### src/design/bwu_fifo.sv
module bwu_fifo #(
  parameter int W = 8
) (
  input  logic         clk_i,
  input  logic         rst_ni,
  input  logic         in_valid_i,
  output logic         in_ready_o,
  input  logic [W-1:0] in_data_i,
  output logic         out_valid_o,
  input  logic         out_ready_i,
  output logic [W-1:0] out_data_o
);

  logic [W-1:0] mem_q [2];
  logic wr_ptr_q, rd_ptr_q;
  logic [1:0] cnt_q;
  logic push, pop;

  assign in_ready_o = cnt_q != 2'd2;
  assign out_valid_o = cnt_q != 2'd0;
  assign out_data_o = mem_q[rd_ptr_q];
  assign push = in_valid_i && in_ready_o;
  assign pop = out_valid_o && out_ready_i;

  always_ff @(posedge clk_i or negedge rst_ni) begin
    if (!rst_ni) begin
      wr_ptr_q <= 1'b0;
      rd_ptr_q <= 1'b0;
      cnt_q <= 2'd0;
    end else begin
      if (push) begin
        wr_ptr_q <= !wr_ptr_q;
      end
      if (pop) begin
        rd_ptr_q <= !rd_ptr_q;
      end
      if (push && !pop) begin
        cnt_q <= cnt_q + 2'd1;
      end else if (pop && !push) begin
        cnt_q <= cnt_q - 2'd1;
      end
    end
  end

  always_ff @(posedge clk_i) begin
    if (push) begin
      mem_q[wr_ptr_q] <= in_data_i;
    end
  end

endmodule

### config.mk
export PLATFORM = sky130hd
export DESIGN_NAME = bwu_fifo
export DESIGN_NICKNAME = d
export VERILOG_FILES = /design/src/design/bwu_fifo.sv
export SDC_FILE = /design/constraint.sdc
export NUM_CORES = 1
export LEC_CHECK = 0
export BUFFER_PORTS_ARGS = -buffer_cell sky130_fd_sc_hd__buf_2
export CORE_UTILIZATION = 40
export CTS_CLUSTER_SIZE = 40
export DETAILED_ROUTE_END_ITERATION = 7
export MAX_ROUTING_LAYER = met4
export PLACE_DENSITY = 0.75
export SLEW_MARGIN = 20
export SYNTH_ARGS = -nofsm -noshare
export SYNTH_HDL_FRONTEND = slang
export SYNTH_SLANG_ARGS = --single-unit
### constraint.sdc
create_clock -name clk_i -period 2.3 [get_ports clk_i]
set_clock_uncertainty 0.2 [all_clocks]
set_input_delay 0.46 -clock clk_i [delete_from_list [all_inputs] [get_ports clk_i]]
set_output_delay 0.46 -clock clk_i [all_outputs]
set_load 0.02 [all_outputs]
Yosys cells after proc, flatten, opt, wreduce, memory -nomap -nowiden
Memories as Yosys holds them, arrays and structs flattened.
Index checks and enable logic that the tools add are counted.
- $add $sub $neg: 2
- multiply operators: 0
- divide/modulo/power cells: 0
- order comparisons: 0
- equal/unequal tests: 1
- shift-type cells: 0
- mux-type cells: 4
- bitwise gates (word level): 0
- reductions and logical operators: 10
- operators with widths (cell ; count):
    1-bit logical AND ; 4
    1-bit logical NOT ; 4
    2-bit two-way mux ; 2
    2-bit nonzero test ; 2
    2-bit by 1-bit adder with 2-bit output, second input constant ; 1
    1-bit two-way mux ; 2
    2-bit != test, second input constant ; 1
    2-bit by 1-bit subtractor with 2-bit output, second input constant ; 1
- register bits after elaboration: 4
- latch bits: 0
- RAM bits: 16
- ROM bits: 0
- input port bits: 12
- output and inout port bits: 10
- word-level logic and storage cells: 21
- memories kept: 1
- memories (memory ; depth ; bits a word ; rd ports ; clocked after memory_dff ; write ports ; line ; text):
    mem_q ; 2 ; 8 ; 1 ; 0 ; 1 ; 14 ; logic [W-1:0] mem_q [2];

Depth between registers and ports, before layout
Gate-level depths: netlist (run 1).
- depth after elaboration: 6
- gate-level depth with buffers: 7
- depth with buffers taken out: 7

Least setup slack after synthesis (run 1)
OpenSTA, ideal clock, no wires.
- path kind: register to register
- from: register cnt_q[0]
- to: memory mem_q[0][0], enable pin
- library setup time: 370 ps
- arrival: 1045 ps
- required time: 1730 ps
- slack: 685 ps
- cell stages (with the launch flop): 4
- path buffers: 0
- period minus slack after synthesis: 1615 ps
- path through: dfrtp_1 > nand2b_4 > nand2_1 > nor2_1
- longest elaborated chain between the ends: 4
- ends and longest elaborated chain (what ; line ; text):
    start: declaration ; 16 ; logic [1:0] cnt_q;
    start signal: assignment ; 38 ; cnt_q <= cnt_q + 2'd1;
    start signal: assignment ; 40 ; cnt_q <= cnt_q - 2'd1;
    2-bit != test ; 19 ; assign in_ready_o = cnt_q != 2'd2;
    via in_ready_o ; 7 ; output logic in_ready_o,
    1-bit logical AND ; 22 ; assign push = in_valid_i && in_ready_o;
    1-bit two-way mux ; 46 ; if (push) begin
    1-bit two-way mux (not written as such) ; 47 ; mem_q[wr_ptr_q] <= in_data_i;
    end: declaration ; 14 ;
The timed path passes the listed nets, and every way through them passes these cells.

Worst setup path after layout (run 1)
- from: register rd_ptr_q
- to: output port out_data_o[1]
- longest elaborated chain between the ends: 1
- ends and longest elaborated chain (what ; line ; text):
    start: declaration ; 15 ; logic wr_ptr_q, rd_ptr_q;
    start signal: assignment ; 35 ; rd_ptr_q <= !rd_ptr_q;
    memory 2 x 8 bit ; n/a ;
    end: declaration ; 11 ; output logic [W-1:0] out_data_o
No other way between the ends.

==> results list, run 1 <==
* Die X: 46.36 µm
* Outcome: completed
- Fmax: 484.0 MHz
- The die is 46.36 µm tall.
- PortBufs: 21
- For the finished layout, the period the worst path requires is 2.066 ns.
- Counting distinct cell types in the post-synthesis netlist gives 14.
- Final Cell Area: 988.4 µm²
- Synth Area per Inst: 18.30 µm²
- Arrival @ worst endpoint: 1.41 ns
- Pin count of the biggest net entering global routing: 13
- The critical path is of the reg -> out type.
* Clock tree from TritonCTS: built
- Setup violations remaining at the end of the flow were counted as 0.
- First element of the critical path: rd_ptr_q
* Final weighted congestion in routability-driven placement: 0.5876
- The final max-slew violation count is 0.
- Register area share after synthesis: 0.7377
- sky130_fd_sc_hd__edfxtp_1 takes more of the synthesized area than any other cell.
* Global route hottest layer: met2
- The clock reaches the later pin of the worst-skew pair after 0.29 ns.
* Total leakage power: about 0.4 nW
- Detailed router's first-iteration violation count: 1
* Max-Slew Margin vs Limit: 0.7429
- In this run the number of H-tree levels came out at 1.
- After floorplanning, the core was sized to cover 0.001783 mm².
* Area after detailed placement: a little over 900 µm²
- The cell area that synthesis handed to floorplanning was 787.0 µm².
- The startpoint identified for the worst register-to-register timing path is cnt_q[0].
- Once detail routing completed, the nets flagged for antenna violations numbered 0.
- Of the cells placed in the final design, the portion with a size suffix greater than 1 is 0.5362.
- Vias in the first global route: around 430
- CP Launch Type: flop
* Initial standard-cell utilization of the core: 0.4414
- Class of the tightest hold or removal check: in -> reg
* Critical Path Fanout Max: 9
- When the netlist entered floorplanning its net count stood at 56.
* Critical Path Sink Type: primary output
* Antenna violations before repair: 0
* Worst supply voltage drop on vdd: 0.0006389 V
- Antenna cells: 0
- Clock slew seen by the registers of the worst setup and hold paths: 0.11 ns
* Proportion of netlist area held by the largest area contributor: 0.6105
- The root buffer cell chosen for the clock tree is sky130_fd_sc_hd__clkbuf_4.
- Cell count after placement: between 80 and 90
- Row count: 15
- Data on the critical path is required at its endpoint by 1.64 ns.
* Number of top-level pins: 22
* Min Hold Slack: about 0.15 ns
- Counting cells, the worst reg-to-reg path comes to 6.
- Area growth, synth to finish: 25.60%
* Final Hold Violating Endpoints: 0
- Counting flops and latches in the post-synthesis netlist gives 20.
- By area the synthesized netlist is led by sky130_fd_sc_hd__edfxtp_1 (61%), sky130_fd_sc_hd__dfrtp_1 (13%), sky130_fd_sc_hd__mux2_2 (11%).
- Power spread over the standard cell area amounts to 1340 mW/mm².
* Number of sinks handled by clock tree synthesis: 20
- GR Layer Usage met2: 0.2056
- Total length of routed wires: 1147 µm
- During synthesis, Yosys emitted a total of 0 warnings.
- Deepest clock path buffer count: 2
- Worst Tran Pin Value: 0.3856 ns
- Post-DR vias/cell: 4.489
- Fin crit share: 0.8983
- Final standard cell count with taps included and fillers excluded: 94
* Global-route wire length before repair: 1731 µm
- Along the worst hold path, the cell count comes to 1.
* Number of buffers added by the clock tree synthesis step: 3
- The die covers 0.002149 mm².
* Total Routing Usage GR: 0.1274
- Post-Route Setup TNS: 0 ns
- Post-route DRC violation count: 0
* Grt met3 use: 0.05882
* Total via count in the routed design: 422
* Count of TritonRoute iterations in the first routing pass: 3
- Setup repair after global routing left no endpoint under its margin.
- Remaining Overflow, GRT: 0
* Number of nets in the finished design: 83
* Startpoint of the lowest-slack hold path: in_data_i[7]
- Total of max-cap violations: 0
* Post_cts resized: 0
- Cell count after synthesis: 43
- For met1 alone, demand over resource in global routing was 0.1403.
- Dividing the detail-routed wire length by the instance count gives around 12 µm.
metal layers:
metal	part of all wire	vias up
li1	-	208
met1	0.44	200
met2	0.52	14
met3	0.041	0
met4	0	0
met5	0	-
report_power, final:
part	total [mW]	leakage, nW	switching [mW]	internal, mW
Combinational	0.470	0.183	0.248	0.221
Sequential	0.581	0.195	0.0750	0.506
Clock	0.274	0.0279	0.0982	0.176
Total	1.32	0.406	0.422	0.903
timing repair:
item,CTS,global route
buffers inserted,0,0
hold buffers,1,0
endpoints found under the hold margin,4,0
path summary, 6_finish.rpt:
check | slack (ns) | to
min in group asynchronous | 0.29 | rd_ptr_q
max reg2reg | 0.64 | cnt_q[1]
min | 0.15 | mem_q[0][7]
min reg2reg | 0.31 | wr_ptr_q
max in group asynchronous | 1.48 | wr_ptr_q
max | 0.23 | out_data_o[1]
layout make-up:
class	instances	area (µm²)
clock inverters	1	30.03
multi-input cells	21	197.7
well taps	25	31.28
inverters	1	3.754
repair buffers	23	122.6
flip-flops and latches	20	580.6
clock buffers	3	22.52
fillers	148	794.5
cell families (layout without fill, tap and decap cells):
kind of cell,after synthesis,after routing,synth area share
multiplexers,8,8,0.1145
AND/OR/NAND/NOR,7,7,0.06518
adder cells (fa/ha/maj),1,1,0.01590
buffers and inverters,2,28,0.01112
XOR/XNOR,5,5,0.05565
flip-flops,20,20,0.7377
flip-flops by register name (all words and copies together), names as in the netlist:
register / flops
cnt_q: 2
rd_ptr_q: 1
mem_q: 16
wr_ptr_q: 1
cell usage in the layout, fill, tap and decap left out, drive strengths merged, types with 2 or more instances in the layout:
cell    count
edfxtp     16
nor2        2
xnor2       3
buf        22
xor2        2
nand2       2
mux2        8
clkbuf      3
dfrtp       4
Yosys cell counts (all sizes together):
master / count
dfrtp: 4
inv: 1
or2: 1
ha: 1
xnor2: 3
mux2: 8
edfxtp: 16
nand2b: 1
nor2: 2
nand2: 2
xor2: 2
buf: 1
and3: 1
worst max-delay path: stages (launching register included):
cell                      delay (ns)
sky130_fd_sc_hd__dfrtp_1        0.57
sky130_fd_sc_hd__mux2_2         0.39
sky130_fd_sc_hd__buf_2          0.16
stage by stage:
step,util,setup slack [ns],power [mW]
after global routing,0.5544,0.1283,1.403
after floorplan,-,0.6847,0.9289
final,0.5544,0.2338,1.325
after global placement,0.5193,0.5493,1.051
after CTS,0.5544,0.2007,1.342
after detailed placement,0.5193,0.5452,1.063
No activity file was read; power rests on OpenSTA's default activity.
==> run 2: changes to the inputs <==
==> constraint.sdc (replaced) <==
create_clock -name clk_i -period 2.3 [get_ports clk_i]
set_clock_uncertainty 0.2 [all_clocks]
set_input_delay 0.23 -clock clk_i [delete_from_list [all_inputs] [get_ports clk_i]]
set_output_delay 0.23 -clock clk_i [all_outputs]
set_load 0.02 [all_outputs]
==> results list, run 2 (synthesized netlist as in run 1, its figures left out) <==
- Critical Path Fanout Max: 9
* Area after detailed placement: roughly 920 µm²
- In the layout the commonest cells are sky130_fd_sc_hd__buf_2 (21), sky130_fd_sc_hd__edfxtp_1 (16), sky130_fd_sc_hd__dlygate4sd3_1 (10).
- The completed layout was analyzed and its total power is between 1 and 1.5 mW.
- Number of top-level pins: 22
- Measured against its own limit, the worst slew margin works out to 0.5543.
- CTS saw 20 sinks.
* Row count: 15
- Die X: 46.36 µm
- Critical Path Sink Type: primary output
- Area growth, synth to finish: 36.09%
* Flip-flop count of the largest register, all copies and words added: 16
- Arrival @ worst endpoint: ~1.4 ns
- Once the clock tree was built, the setup fixing pass inserted 0 buffers.
* Global-route wire length before repair: 1745 µm
- Leaving out fill and tap cells, the most frequent cell in the layout is sky130_fd_sc_hd__buf_2.
- Total length of routed wires: 1211 µm
* Clock tree from TritonCTS: built
- Cell at the root of the clock tree: sky130_fd_sc_hd__clkbuf_4
- Core area: roughly 0.0018 mm²
* Number of pins with negative max-slew slack in the final report: 0
- CP Launch Type: flop
- Class of the tightest hold or removal check: in -> async
- Critical path type: reg -> out
* Filler Cells Inserted: around 150
* Required time worst endpoint: about 1.9 ns
- Total of max-cap violations: 0
- The HPWL after detailed placement is between 700 and 800 µm.
* Number of setup violations in the final report: 0
- Post-route DRC violation count: 0
* Residual antenna-violating net count after detailed routing: 0
- Of the available clock period, the critical path in the final layout requires 0.8027.
- Post-DR vias/cell: 4.265
- At the pin with the least slew margin, the transition time is 0.6660 ns.
- Ratio of cells with drive above 1 in the final layout: 0.4675
- In this run the power density over the cells is 1244 mW/mm².
- In this run the number of H-tree levels came out at 1.
- Full die area: between 0.002 and 0.0025 mm²
- Leading registers by flop count: mem_q: 16 flops, cnt_q: 2 flops
* Peak per-stage delay on the critical path: 0.59 ns
- Excluding fillers, the count of instances in the completed layout stands at 102.
- Detailed router's first-iteration violation count: 4
- The congestion estimate from routability-driven global placement came to roughly 0.7.
* Outcome: completed
* Total Routing Usage GR: 0.1288
* Initial standard-cell utilization of the core: 0.4414
- Vias in the first global route: 403
* Final Cell Area: around 0.0011 mm²
- In this run, placement finished with an instance count of 88.
- The pre-antenna-repair detailed-routing pass consisted of 3 iterations.
* Setup repair after global routing missed its margin: false
- Antenna cells: 0
- Across all layers, the routed design uses about 440 vias.
* Register Area: 580.6 µm²
* Die height: between 40 and 50 µm
* Post-Route Setup TNS: 0 ns
- Clock tree synthesis inserted a total of 3 buffers.
* Pin count of the biggest net entering global routing: 13
- Slowest library cell on the worst path: sky130_fd_sc_hd__dfrtp_1
* Clock network latency to the later pin of the worst-skew pair: just under 0.3 ns
- PortBufs: 21
- After detailed routing, the average wire length per cell comes to 11.87 µm.
- Antenna violations before repair: 0
* Fmax: 541.6 MHz
- Remaining Overflow, GRT: 0
- Final Hold Violating Endpoints: 0
- After clock tree synthesis, the clock-pin slew on the worst setup and hold paths is 0.11 ns.
* Footprint of the multi-input gates: roughly 200 µm²
- Walking the worst path, the cells encountered are mux2_2, buf_2.
- After the last flow step, the layout net total stands at between 90 and 100.
- Register name with the most flops: mem_q
- At the end of the flow the core is filled with cells to 0.6007.
- The worst register-to-register path has a depth of 3.
* Deepest clock path buffer count: 2
- Summed over all cells, the static leakage comes to between 0.4 and 0.5 nW.
- The worst-case IR drop observed on VDD is 0.0007370 V.
* Period minus WS final: 1.846 ns
==> run 2: changes by cell type in the layout (fill, tap and decap cells not counted) <==
cell,previous run,this run
sky130_fd_sc_hd__dlygate4sd3_1,1,10
sky130_fd_sc_hd__buf_4,1,0
==> run 2: final timing paths <==
path	slack (ns)	startpoint	endpoint
worst min-delay path	0.06	rst_ni	wr_ptr_q
min in group clk_i	0.06	in_valid_i	wr_ptr_q
worst max-delay path	0.45	rd_ptr_q	out_data_o[3]
worst min register to register	0.31	wr_ptr_q	wr_ptr_q
worst max register to register	0.54	cnt_q[0]	mem_q[0][6]
max in group asynchronous	1.72	rst_ni	rd_ptr_q
==> run 2: where the power goes <==
| group | leakage, nW | total (mW) | switching, mW | internal (mW) |
|---|---|---|---|---|
| clock network | 0.0279 | 0.280 | 0.104 | 0.176 |
| registers | 0.195 | 0.582 | 0.0754 | 0.506 |
| logic | 0.215 | 0.470 | 0.246 | 0.224 |
| total | 0.438 | 1.33 | 0.426 | 0.906 |
==> run 2: area by class of cell <==
cell class | count | share of cell area
sequential | 20 | 0.5421
timing repair buffer | 31 | 0.1916
multi-input combinational | 21 | 0.1846
tap | 25 | 0.02921
clock inverter | 1 | 0.02804
clock buffer | 3 | 0.02103
inverter | 1 | 0.003505
==> run 2: layer usage <==
| layer | vias up | share of wire | global-route usage |
|---|---|---|---|
| li1 | 222 | - | - |
| met2 | 12 | 0.51 | 0.1861 |
| met5 | - | 0 | - |
| met4 | 0 | 0.014 | 0.08824 |
| met3 | 2 | 0.040 | 0.02353 |
| met1 | 199 | 0.43 | 0.1628 |
==> run 2: worst max-delay path: cells and delay by family (launching register included) <==
| family | cells | cell delay [ns] |
|---|---|---|
| flip-flops | 1 | 0.59 |
| multiplexers | 1 | 0.38 |
| buffers and inverters | 1 | 0.16 |
==> run 2: through the flow <==
step / setup WS [ns] / hold slack [ns]
6_report: 0.4537 / 0.05781
2_1_floorplan: 0.6847 / -0.2656
4_1_cts: 0.4294 / 0.04374
3_5_place_dp: 0.5109 / -0.1581
5_1_grt: 0.3726 / 0.06008
3_3_place_gp: 0.6112 / -0.1611
==> run 2: timing repair <==
action | 4_1_cts | 5_1_grt
resized for setup | 0 | 0
hold buffers | 10 | 0
hold endpoints to repair | 21 | 0
